--- src/hw/rtl/jqd_pkg.sv ---
`default_nettype none
// ----------------------------------------------------------------------------
// jqd_pkg
// Shared types, codes and sizes for the multi-class job queue dispatcher.
// ----------------------------------------------------------------------------
package jqd_pkg;

    localparam int QUEUE_DEPTH = 16;
    localparam int NUM_QUEUES  = 5;
    localparam int QPTR_W      = $clog2(QUEUE_DEPTH);
    localparam int QCNT_W      = $clog2(QUEUE_DEPTH + 1);
    localparam int QSEL_W      = $clog2(NUM_QUEUES);

    localparam int ID_W     = 16;
    localparam int TIME_W   = 24;
    localparam int CPU_W    = 16;
    localparam int GPU_W    = 12;
    localparam int NODES_W  = 12;
    localparam int FACTOR_W = 8;
    localparam int CLASS_W  = 3;
    localparam int STATUS_W = 3;
    localparam int PROD_W   = NODES_W + FACTOR_W;
    localparam int CFG_IDX_W = 1;

    localparam logic [FACTOR_W-1:0] CPU_FACTOR_RESET = 8'd16;
    localparam logic [FACTOR_W-1:0] GPU_FACTOR_RESET = 8'd2;

    localparam logic [CFG_IDX_W-1:0] REG_CPU_FACTOR = 1'd0;
    localparam logic [CFG_IDX_W-1:0] REG_GPU_FACTOR = 1'd1;

    localparam logic ACT_ADD = 1'b0;
    localparam logic ACT_ASK = 1'b1;

    localparam logic [CLASS_W-1:0] CLS_SHORT  = 3'd0;
    localparam logic [CLASS_W-1:0] CLS_MEDIUM = 3'd1;
    localparam logic [CLASS_W-1:0] CLS_LARGE  = 3'd2;
    localparam logic [CLASS_W-1:0] CLS_HUGE   = 3'd3;
    localparam logic [CLASS_W-1:0] CLS_GPU    = 3'd4;
    localparam logic [CLASS_W-1:0] CLS_MULTI  = 3'd5;

    localparam logic [STATUS_W-1:0] ST_ADDED   = 3'd0;
    localparam logic [STATUS_W-1:0] ST_FULL    = 3'd1;
    localparam logic [STATUS_W-1:0] ST_GRANTED = 3'd2;
    localparam logic [STATUS_W-1:0] ST_NONE    = 3'd3;
    localparam logic [STATUS_W-1:0] ST_BAD     = 3'd4;

    typedef struct packed {
        logic [ID_W-1:0]   id;
        logic [TIME_W-1:0] run_time;
        logic [CPU_W-1:0]  cpu_need;
        logic [GPU_W-1:0]  gpu_need;
    } job_t;

    typedef struct packed {
        logic push;
        logic pop;
    } q_ctl_t;

    typedef struct packed {
        logic empty;
        logic full;
    } q_stat_t;

endpackage
`default_nettype wire

--- src/hw/rtl/jqd_queue.sv ---
`default_nettype none
// ----------------------------------------------------------------------------
// jqd_queue
// One class FIFO: job slots in flops, head, tail and fill count.
// ----------------------------------------------------------------------------
module jqd_queue
    import jqd_pkg::*;
(
    input  wire logic    aclk,
    input  wire logic    aresetn,
    input  wire q_ctl_t  ctl,
    input  wire job_t    wr_job,
    output job_t         head_job,
    output q_stat_t      stat
);

    job_t              slots [QUEUE_DEPTH];
    logic [QPTR_W-1:0] head_reg, head_next;
    logic [QPTR_W-1:0] tail_reg, tail_next;
    logic [QCNT_W-1:0] count_reg, count_next;

    function automatic logic [QPTR_W-1:0] ptr_inc(input logic [QPTR_W-1:0] p);
        if (p == QPTR_W'(QUEUE_DEPTH - 1)) begin
            return '0;
        end
        return p + 1'b1;
    endfunction

    always_comb begin
        head_next  = head_reg;
        tail_next  = tail_reg;
        count_next = count_reg;
        if (ctl.push) begin
            tail_next  = ptr_inc(tail_reg);
            count_next = count_reg + 1'b1;
        end else if (ctl.pop) begin
            head_next  = ptr_inc(head_reg);
            count_next = count_reg - 1'b1;
        end
    end

    always_ff @(posedge aclk) begin
        if (!aresetn) begin
            head_reg  <= '0;
            tail_reg  <= '0;
            count_reg <= '0;
        end else begin
            head_reg  <= head_next;
            tail_reg  <= tail_next;
            count_reg <= count_next;
        end
    end

    always_ff @(posedge aclk) begin
        if (ctl.push) begin
            slots[tail_reg] <= wr_job;
        end
    end

    assign head_job   = slots[head_reg];
    assign stat.empty = (count_reg == '0);
    assign stat.full  = (count_reg == QCNT_W'(QUEUE_DEPTH));

    a_push_not_full: assert property (@(posedge aclk) disable iff (!aresetn)
        ctl.push |-> !stat.full)
        else $error("push into full queue");

    a_pop_not_empty: assert property (@(posedge aclk) disable iff (!aresetn)
        ctl.pop |-> !stat.empty)
        else $error("pop from empty queue");

    a_count_hold: assert property (@(posedge aclk) disable iff (!aresetn)
        !ctl.push && !ctl.pop |=> $stable(count_reg))
        else $error("fill count moved without push or pop");

endmodule
`default_nettype wire

--- config.mk ---
export PLATFORM = sky130hd
export DESIGN_NAME = jqd_queue
export DESIGN_NICKNAME = d
export VERILOG_FILES = /design/src/hw/rtl/jqd_pkg.sv /design/src/hw/rtl/jqd_queue.sv
export SDC_FILE = /design/constraint.sdc
export NUM_CORES = 1
export LEC_CHECK = 0
export CAP_MARGIN = 20
export CORE_MARGIN = 2
export CORE_UTILIZATION = 55
export DETAILED_ROUTE_END_ITERATION = 6
export DONT_BUFFER_PORTS = 1
export PLACE_DENSITY_LB_ADDON = 0.05
export SETUP_SLACK_MARGIN = 0.1
export SYNTH_ARGS = -nofsm -noshare
export SYNTH_HDL_FRONTEND = slang
export SYNTH_SLANG_ARGS = --single-unit
--- constraint.sdc ---
create_clock -name aclk -period 4.4 [get_ports aclk]
set_clock_uncertainty 0.2 [all_clocks]
set_input_delay 0.66 -clock aclk [delete_from_list [all_inputs] [get_ports aclk]]
set_output_delay 0.66 -clock aclk [all_outputs]
set_load 0.02 [all_outputs]
Word-level counts from Yosys, hierarchy flattened
Memories as Yosys holds them, arrays and structs flattened. A register that Yosys moved wholly into a read port is not among the register bits.
Index checks and enable logic that the tools add are counted.
{ "totals": {"output_inout_bits": 70, "ff_bits": 13, "ramBits": 1088, "romBits": 0, "memories": 1, "latch_bits": 0} }
{ "memory_table": {"columns": ["name", "depth", "word_bits", "read_ports", "rd_clocked_by_memory_dff", "write_ports", "line", "source"], "rows": [
  ["slots", 16, 68, 1, 1, 1, "jqd_queue.sv:17", "job_t slots [QUEUE_DEPTH];"]
]} }
{ "classes": {"reduce_logical": 3, "n_addsub": 4, "muxes": 15, "mul": 0, "shifts": 0, "eq_ne": 3, "div": 0, "n_bitwise": 1, "order_cmp": 0} }
{ "op_table": {"columns": ["operator", "count"], "rows": [
  ["4-bit two-way mux", 6],
  ["5-bit two-way mux", 2],
  ["4-bit by 1-bit adder with 4-bit output (second input constant)", 2],
  ["4-bit equality test (second input constant)", 2],
  ["1-bit two-way mux", 7],
  ["5-bit by 1-bit adder with 5-bit output (second input constant)", 1],
  ["5-bit equality test (second input constant)", 1],
  ["5-bit logical NOT", 1],
  ["5-bit by 1-bit subtractor with 5-bit output (second input constant)", 1],
  ["2-bit AND reduction", 1],
  ["2-bit nonzero test", 1],
  ["1-bit inverter", 1]
]} }

Longest topological paths before layout
Gate-level depths: netlist (run 1).
{ "depth": {"ltp_word": 7, "mapped_depth": 7} }

Worst setup path after synthesis (run 1)
No wires, ideal clock.
{ "synth_path": {"kind": "input port to flip-flop", "start": "input port ctl[1] (netlist name)", "end": "memory slots[10][0] (netlist name) (enable)", "stages": 4, "t_arrival_ns": 3.047, "n_path_buf": 1, "path_slack_ns": 0.720, "path_cell_list": "clkbuf_1 > inv_1 > nor3b_1 > and2_1"} }
{ "synth_between": {"elab_chain_cells": 2} }
{ "synth_rtl": {"columns": ["item", "line", "source"], "rows": [
  ["start: declaration", "jqd_queue.sv:11", "input wire q_ctl_t ctl,"],
  ["1-bit two-way mux", "jqd_queue.sv:55", "if (ctl.push) begin"],
  ["1-bit two-way mux (implied by the code)", "jqd_queue.sv:56", "slots[tail_reg] <= wr_job;"],
  ["end: declaration", "jqd_queue.sv:17", null]
]} }
No other way between the ends.

==> impl_metrics.json, run 1 <==
{
  "r2r_setup_slack_ns": 1.83,
  "drc": 0,
  "critical_path.max_stage_delay_ns": 0.55,
  "period_minus_slack_ns": 3.75,
  "final.setup.tns_ns": 0,
  "clkLatencyLatePin_ns": 0.66,
  "timing.hold.ws_ns": 0.0398,
  "die_x_um": 279,
  "via_per_inst": 6.40,
  "power.total_mw": 21.8,
  "drv_slew": 0,
  "synth_top_area_share_pct": 78.8,
  "grt_first_pass_wirelength_um": 136000,
  "root_buffer": "clkbuf_16",
  "min_from": "aresetn",
  "grt_max_degree": 61,
  "clk_pin_slew_ns": 0.06,
  "max_slew.worst_pin.slew_ns": 1.03,
  "leakagePower_nw": 14.6,
  "cts_setup_buffers": 0,
  "synth_nets": 1848,
  "antenna_found_initial": 6,
  "crit_buf_inv": 2,
  "setup_viol": 0,
  "dieArea_um2": 77600,
  "ir_drop_uv": 399,
  "cpLargestDelayFamily": "buffers and inverters",
  "whs_path_depth": 1,
  "rr_worst_depth": 3,
  "end_kind": "output port",
  "grt_setup_unrepaired": "no",
  "synth_area_leaders": "edfxtp_1, mux4_2, a22oi_1",
  "placementRows": 100,
  "grt_pass1_vias": 19700,
  "slew-limit-headroom_pct": 31.5,
  "yosysUniqueCellTypes": 34,
  "syn_avg_cell_area_um2": 23.5,
  "cts_tree": "done",
  "largest_reg_flops": 1088,
  "initial_core_util_pct": 55.6,
  "h-tree-depth": 3,
  "dpl_worst_slack_ns": 1.25,
  "fin_nets": 1993,
  "powerDensity_nw_per_um2": 460,
  "wl_per_cell_um": 31.4,
  "core_area_um2": 74600,
  "period_share_pct": 85.2,
  "die_h_um": 279,
  "postRouteAntennaNets": 0,
  "syn_area_um2": 41400,
  "setup_slack_ns": 0.652,
  "drtIter0Drc": 2025,
  "grtUsageTotal_pct": 24.6,
  "cp-start-kind": "flop",
  "crit_type": "reg -> out",
  "max_freq_ghz": 0.267,
  "worstReg2RegEnd": "slots[8][59]",
  "grt_remaining_overflow": 0,
  "r2r-start": "tail_reg[3]",
  "cap_violations": 0,
  "status": "finished clean",
  "cpMaxStageDelayCell": "mux4_2",
  "hold_viol": 0,
  "ios": 142,
  "hpwl_um": 46600,
  "cts_buffer_depth": 3,
  "ys_ff_latch": 1105,
  "drive_above_1_share_pct": 24.8,
  "arrival_ns": 2.89,
  "drtPass1Iterations": 7,
  "ys_warn_count": 0,
  "crit_chain": "buf_12 -> buf_4 -> mux4_2 -> a22oi_1 -> nand2_1",
  "cts_buffers": 111,
  "gp_congestion": 0.722,
  "yosysSeqAreaShare_pct": 79.6,
  "vias": 19000,
  "io_buffers": 0,
  "critPathMaxFanout": 26,
  "yosys.area.top_type": "edfxtp_1",
  "syn_inst": 1767,
  "syn2layout_area_growth_pct": 14.0,
  "hold_path_class": "in -> reg",
  "required_ns": 3.54,
  "drt-total-wl_um": 93400,
  "cts.sinks": 1105
}
## synthesized netlist by cell type
cell type	instances
ha_1	8
a31oi_1	1
clkbuf_1	53
nor2_1	5
or4b_2	1
o21ai_0	5
and3_1	1
a22oi_1	136
nand3_1	6
mux2i_1	2
nor3_1	1
nor3b_1	1
buf_1	4
mux4_2	272
xnor2_1	4
nand4b_1	1
a21boi_0	4
a21o_1	1
or3_1	1
a311oi_1	1
buf_6	1
o311a_1	1
edfxtp_1	1088
dfxtp_1	17
inv_1	4
fa_1	1
nand2_1	78
nor2b_1	5
buf_2	27
nand2b_1	1
buf_4	8
or4_1	1
a21oi_1	6
and2_1	21
## cell type report
type | instances | area, µm²
fill | 4943 | 27300
tap | 969 | 1210
timing repair buffer | 125 | 1450
sequential | 1105 | 33000
multi-input combinational | 565 | 8070
clock inverter | 56 | 507
clock buffer | 147 | 2990
antenna | 2 | 5.00
inverter | 4 | 15.0
## placed cells by master, fill, tap and decap left out, types with 23 or more instances in the layout
| cell | synthesis | routed |
|---|---|---|
| buf_4 | 8 | 27 |
| edfxtp_1 | 1088 | 1088 |
| dlygate4sd3_1 | 0 | 71 |
| nand2_1 | 78 | 78 |
| buf_12 | 0 | 27 |
| a22oi_1 | 136 | 136 |
| clkbuf_1 | 53 | 32 |
| clkbuf_16 | 0 | 114 |
| mux4_2 | 272 | 272 |
| clkinv_1 | 0 | 23 |
## worst max path at each step
stage	startpoint	endpoint	slack [ns]	cells past startpoint
after floorplan	ctl[1]	slots[10][0]	0.72	4
after global placement	flop	head_job[54]	1.30	5
after detailed placement	flop	head_job[59]	1.25	5
after CTS	flop	head_job[59]	0.53	5
after global routing	flop	head_job[59]	0.42	5
final	flop	head_job[59]	0.65	5
## cells by family (layout without fill, tap and decap cells)
| group | count (synthesis) | after routing | share of synthesized area, % |
|---|---|---|---|
| flops | 1105 | 1105 | 79.6 |
| mux | 274 | 274 | 14.8 |
| compound gates | 155 | 155 | 2.75 |
| simple gates | 123 | 123 | 1.36 |
| buf+inv | 97 | 332 | 1.05 |
| fa+ha+maj | 9 | 9 | 0.290 |
| xor+xnor | 4 | 4 | 0.0845 |
| other cells | 0 | 2 | 0 |
## stage by stage
step                instances  util, %  area, µm²
floorplan                1767        -      41400
global placement         2697     57.7      43100
detailed placement       2697     57.7      43100
CTS                      2971     63.4      47300
global route             2972     63.4      47300
finish                   2973     63.4      47300
## layer usage
metal / part of all wire [%] / global-route usage (%) / up-vias
met5: 0.071 / 0 / -
met4: 1.9 / 6.04 / 10
met3: 6.1 / 4.29 / 132
met2: 51 / 40.4 / 651
met1: 41 / 35.0 / 10400
li1: - / - / 7886
## power breakdown
part / internal [mW] / leakage [nW] / switching (mW)
registers: 11.7 / 9.97 / 0.0401
logic: 0.388 / 2.96 / 0.598
clock network: 5.27 / 1.70 / 3.78
## what timing repair did
action	CTS	global route
hold buffers	71	0
gates resized for setup	0	0
hold endpoints to repair	1103	0
Power figures use the tool's default switching activity.
==> run 2: changes to the inputs <==
==> constraint.sdc (replaced) <==
create_clock -name aclk -period 4.4 [get_ports aclk]
set_clock_uncertainty 0.2 [all_clocks]
set_input_delay 0 -clock aclk [delete_from_list [all_inputs] [get_ports aclk]]
set_output_delay 0 -clock aclk [all_outputs]
set_load 0.02 [all_outputs]
==> run 2 against run 1 <==
- non-clock buffer count increased by 8
- sequential power about the same
- hold slack improved by 0.043 ns
- setup slack improved by 0.47 ns
- count of clock-buffer cells in the layout decreased by 8
- sequential cell count unchanged
- maximum frequency increased by 14%
==> impl_metrics.json, run 2 (synthesized netlist as in run 1, its figures left out) <==
{
  "status": "finished clean",
  "holdPathEnd": "slots[2][4]",
  "crit_type": "reg -> out",
  "core_area_um2": 74600,
  "whs_path_depth": 1,
  "root_buffer": "clkbuf_16",
  "grtUsageTotal_pct": 23.6,
  "end_kind": "output port",
  "critical_path.max_stage_delay_ns": 0.65,
  "grt_max_degree": 60,
  "largest_reg_flops": 1088,
  "powerDensity_nw_per_um2": 460,
  "cts.sinks": 1105,
  "grt_pass1_vias": 20100,
  "dpl_worst_slack_ns": 1.61,
  "crit_path_frequent_cell": "buf_12",
  "syn2layout_area_growth_pct": 13.8,
  "final.setup.tns_ns": 0,
  "timing.hold.ws_ns": 0.0831,
  "dieArea_um2": 77600,
  "drc": 0,
  "cpMaxStageDelayCell": "dfxtp_4",
  "cts_buffer_depth": 3,
  "multiInputGateArea_um2": 8070,
  "die_h_um": 279,
  "slew-limit-headroom_pct": 26.2,
  "postRouteAntennaNets": 0,
  "cts_tree": "done",
  "gp_congestion": 0.723,
  "cap_violations": 0,
  "grt_remaining_overflow": 0,
  "hold_viol": 0,
  "drive_above_1_share_pct": 25.2,
  "drtPass1Iterations": 5,
  "drv_slew": 0,
  "initial_core_util_pct": 55.6,
  "utilization_pct": 63.3,
  "antenna_found_initial": 6,
  "vias": 18800,
  "via_per_inst": 6.28,
  "grt_first_pass_wirelength_um": 133000,
  "hold_path_class": "in -> reg",
  "hpwl_um": 47400,
  "grt_setup_unrepaired": "no",
  "arrival_ns": 3.07,
  "drtIter0Drc": 1782,
  "ios": 142,
  "required_ns": 4.20,
  "r2r_setup_slack_ns": 1.57,
  "clkLatencyLatePin_ns": 0.66,
  "cts_setup_buffers": 0,
  "h-tree-depth": 3,
  "clk_pin_slew_ns": 0.06,
  "setup_slack_ns": 1.13,
  "min_from": "wr_job[4]",
  "critPathMaxFanout": 28,
  "period_minus_slack_ns": 3.27,
  "setup_viol": 0,
  "max_slew.worst_pin.slew_ns": 1.11,
  "worstReg2RegEnd": "slots[4][67]",
  "io_buffers": 0,
  "wl_per_cell_um": 30.0,
  "fillerInstances": 5030,
  "crit_chain": "buf_12 -> buf_12 -> mux4_2 -> a22oi_1 -> nand2_1",
  "r2r-start": "tail_reg[2]",
  "cp-start-kind": "flop",
  "cts_buffers": 111,
  "period_share_pct": 74.4,
  "mostFrequentLayoutCells": "edfxtp_1, mux4_2, a22oi_1",
  "crit_buf_inv": 2,
  "leakagePower_nw": 14.6,
  "max_freq_ghz": 0.305,
  "placementRows": 100,
  "rr_worst_depth": 4,
  "die_x_um": 279,
  "fin_nets": 2001,
  "ir_drop_uv": 362,
  "cpLargestDelayFamily": "flip-flops",
  "drt-total-wl_um": 89400,
  "final_common_cell": "edfxtp_1",
  "regArea_um2": 33000
}
run 2: cell types whose count changed in the layout (fill, tap and decap cells not counted), sizes merged:
cell,before,now
inv,6,7
clkinv,42,49
dlygate4sd3,71,74
clkinvlp,3,5
bufinv,9,8
buf,54,59
clkbuf,147,139
diode,2,5
run 2: stage by stage:
stage	cells	total power [mW]	cell area, µm²
after global placement	2700	12.8	42900
after global routing	2981	22.4	47200
after floorplan	1767	12.6	41400
final	2985	21.7	47200
after detailed placement	2700	12.8	42900
after CTS	2978	21.9	47100
run 2: timing repair:
item                                    4_1_cts  5_1_grt
hold endpoints to repair                   1304        0
endpoints found under the setup margin        0        0
resized for setup                             0        0
hold buffers                                 74        0
run 2: final cells by class:
class | instances | area share [%]
antenna | 5 | 0.0265
clock buffer | 139 | 6.22
clock inverter | 65 | 1.13
inverter | 4 | 0.0318
multi-input combinational | 565 | 17.1
sequential | 1105 | 70.0
tap | 969 | 2.57
timing repair buffer | 133 | 2.94
run 2: how the worst max path moves through the flow:
| stage | endpoint | slack (ns) | startpoint | cells past startpoint |
|---|---|---|---|---|
| after floorplan | slots[10][0] | 1.38 | ctl[1] | 4 |
| after global placement | slots[4][63] | 1.70 | tail_reg[2] | 4 |
| after detailed placement | slots[4][59] | 1.61 | tail_reg[2] | 4 |
| after CTS | head_job[37] | 1.04 | flop | 5 |
| after global routing | head_job[59] | 0.95 | flop | 5 |
| final | head_job[53] | 1.13 | flop | 5 |
run 2: layer usage:
layer  up-vias  wire (µm)  GRT usage, %
li1       7899          -             -
met2       509      45300          39.4
met4         4       1640          5.42
met5         -         28             0
met3       125       4980          4.38
met1     10200      37500          33.1
run 2: report_power, final:
group	leakage [nW]	switching (mW)	internal [mW]
combinational	2.98	0.618	0.391
clock	1.69	3.80	5.17
sequential	9.97	0.0429	11.7
==> run 3: changes to the inputs <==
- clock period: 4.4 -> 3.3 ns (I/O delays scaled with it)
==> run 3 against run 2 <==
- core utilization rose by 0.42 points
- clock power rose by 34%
- sequential power rose by 33%
- die area did not move
- critical path type unchanged
==> impl_metrics.json, run 3 (synthesized netlist as in run 1, its figures left out) <==
{
  "status": "finished clean",
  "final.setup.tns_ns": 0,
  "syn2layout_area_growth_pct": 14.6,
  "cts.sinks": 1105,
  "die_x_um": 279,
  "vias": 18900,
  "via_per_inst": 6.34,
  "cts_buffers": 108,
  "utilization_pct": 63.7,
  "hold_viol": 0,
  "grt_max_degree": 69,
  "largest_reg_flops": 1088,
  "required_ns": 3.10,
  "root_buffer": "clkbuf_16",
  "slew-limit-headroom_pct": 47.8,
  "crit_path_frequent_cell": "buf_12",
  "critical_path.max_stage_delay_ns": 0.56,
  "crit_end": "head_job[13]",
  "hpwl_um": 46500,
  "dieArea_um2": 77600,
  "cp-start-kind": "flop",
  "dp_cells": 2708,
  "layout.cells.non_filler": 2980,
  "grt_first_pass_wirelength_um": 136000,
  "grt_remaining_overflow": 0,
  "r2r_setup_slack_ns": 0.93,
  "drive_above_1_share_pct": 24.9,
  "cts_setup_buffers": 0,
  "initial_core_util_pct": 55.6,
  "power.total_mw": 28.9,
  "powerDensity_nw_per_um2": 609,
  "setup_viol": 0,
  "drv_slew": 0,
  "drc": 0,
  "drt-total-wl_um": 93000,
  "fillerInstances": 4957,
  "clkLatencyLatePin_ns": 0.65,
  "fin_nets": 2003,
  "period_share_pct": 92.3,
  "leakagePower_nw": 14.7,
  "placementRows": 100,
  "final_common_cell": "edfxtp_1",
  "io_buffers": 0,
  "crit_type": "reg -> out",
  "rr_worst_depth": 4,
  "postRouteAntennaNets": 0,
  "critPathMaxFanout": 22,
  "period_minus_slack_ns": 3.04,
  "max_slew.worst_pin.slew_ns": 0.782,
  "hold_path_class": "in -> reg",
  "clk_pin_slew_ns": 0.06,
  "ir_drop_uv": 500,
  "ios": 142,
  "mostFrequentLayoutCells": "edfxtp_1, mux4_2, a22oi_1",
  "worstReg2RegEnd": "slots[5][18]",
  "die_h_um": 279,
  "crit_chain": "buf_12 -> buf_12 -> mux4_2 -> a22oi_1 -> nand2_1",
  "antenna_found_initial": 8,
  "cts_tree": "done",
  "gp_congestion": 0.723,
  "arrival_ns": 2.84,
  "grtUsageTotal_pct": 24.5,
  "cts_buffer_depth": 3,
  "wl_per_cell_um": 31.2,
  "drtPass1Iterations": 5,
  "cap_violations": 0,
  "max_freq_ghz": 0.328,
  "drtIter0Drc": 1907,
  "cpMaxStageDelayCell": "dfxtp_4",
  "core_area_um2": 74600,
  "r2r-start": "tail_reg[2]",
  "h-tree-depth": 3,
  "grt_setup_unrepaired": "no",
  "grt_pass1_vias": 19900,
  "end_kind": "output port"
}
[run 3: cell count changes in the layout (fill, tap and decap cells not counted), moves of 2 or more]
cell | before | now
clkinv_2 | 18 | 11
buf_16 | 2 | 0
buf_4 | 44 | 23
buf_12 | 13 | 42
inv_6 | 3 | 1
bufinv_16 | 8 | 10
clkinvlp_4 | 5 | 0
clkbuf_1 | 24 | 31
clkinv_1 | 28 | 25
[run 3: worst max-delay path: cells and delay by family (launching register included)]
| kind | cells | cell delay, ns |
|---|---|---|
| AOI/OAI and AO/OA | 1 | 0.31 |
| buffers and inverters | 2 | 0.51 |
| muxes | 1 | 0.53 |
| DFF | 1 | 0.56 |
| and+or+nand+nor | 1 | 0.26 |
[run 3: power by group]
part	switching [mW]	leakage [nW]	internal [mW]	total [mW]
registers	0.0526	9.97	15.6	15.6
logic	0.811	3.08	0.536	1.35
clock network	4.96	1.67	6.99	12.0
total	5.82	14.7	23.1	28.9
[run 3: per-layer routing]
metal  track usage [%]  up-vias  wire length, µm
li1                  -     7909                -
met4              5.96       10             1660
met3              4.40      123             5710
met2              41.2      582            47000
met1              34.0    10300            38600
met5                 0        -               69
[run 3: cell type report]
cell class                 instances  area, µm²  area share, %
timing repair buffer             138       1740           3.67
sequential                      1105      33000           69.5
antenna                            4       10.0         0.0211
clock inverter                    49        475           1.00
inverter                           4       15.0         0.0316
tap                              969       1210           2.55
clock buffer                     146       2950           6.21
multi-input combinational        565       8070           17.0
[run 3: how the worst min path moves through the flow]
stage | startpoint | slack, ns | endpoint | depth (start not counted)
after global placement | wr_job[47] | -0.10 | slots[6][47] | 0
final | wr_job[53] | 0.10 | slots[14][53] | 1
after CTS | wr_job[53] | 0.07 | slots[9][53] | 1
after detailed placement | wr_job[37] | -0.10 | slots[2][37] | 0
after global routing | wr_job[53] | 0.11 | slots[4][53] | 1
after floorplan | wr_job[0] | -0.10 | slots[0][0] | 0
[run 3: through the flow]
stage	worst slack [ns]	hold WS, ns	area (µm²)
2_1_floorplan	0.280	-0.101	41400
3_3_place_gp	0.845	-0.101	43300
3_5_place_dp	0.888	-0.101	43300
4_1_cts	0.179	0.0663	47500
5_1_grt	0.124	0.113	47500
6_report	0.255	0.100	47500
[run 3: timing repair]
item | in CTS | in global routing
hold buffers | 73 | 0
gates resized for setup | 0 | 0
endpoints found under the hold margin | 1313 | 0
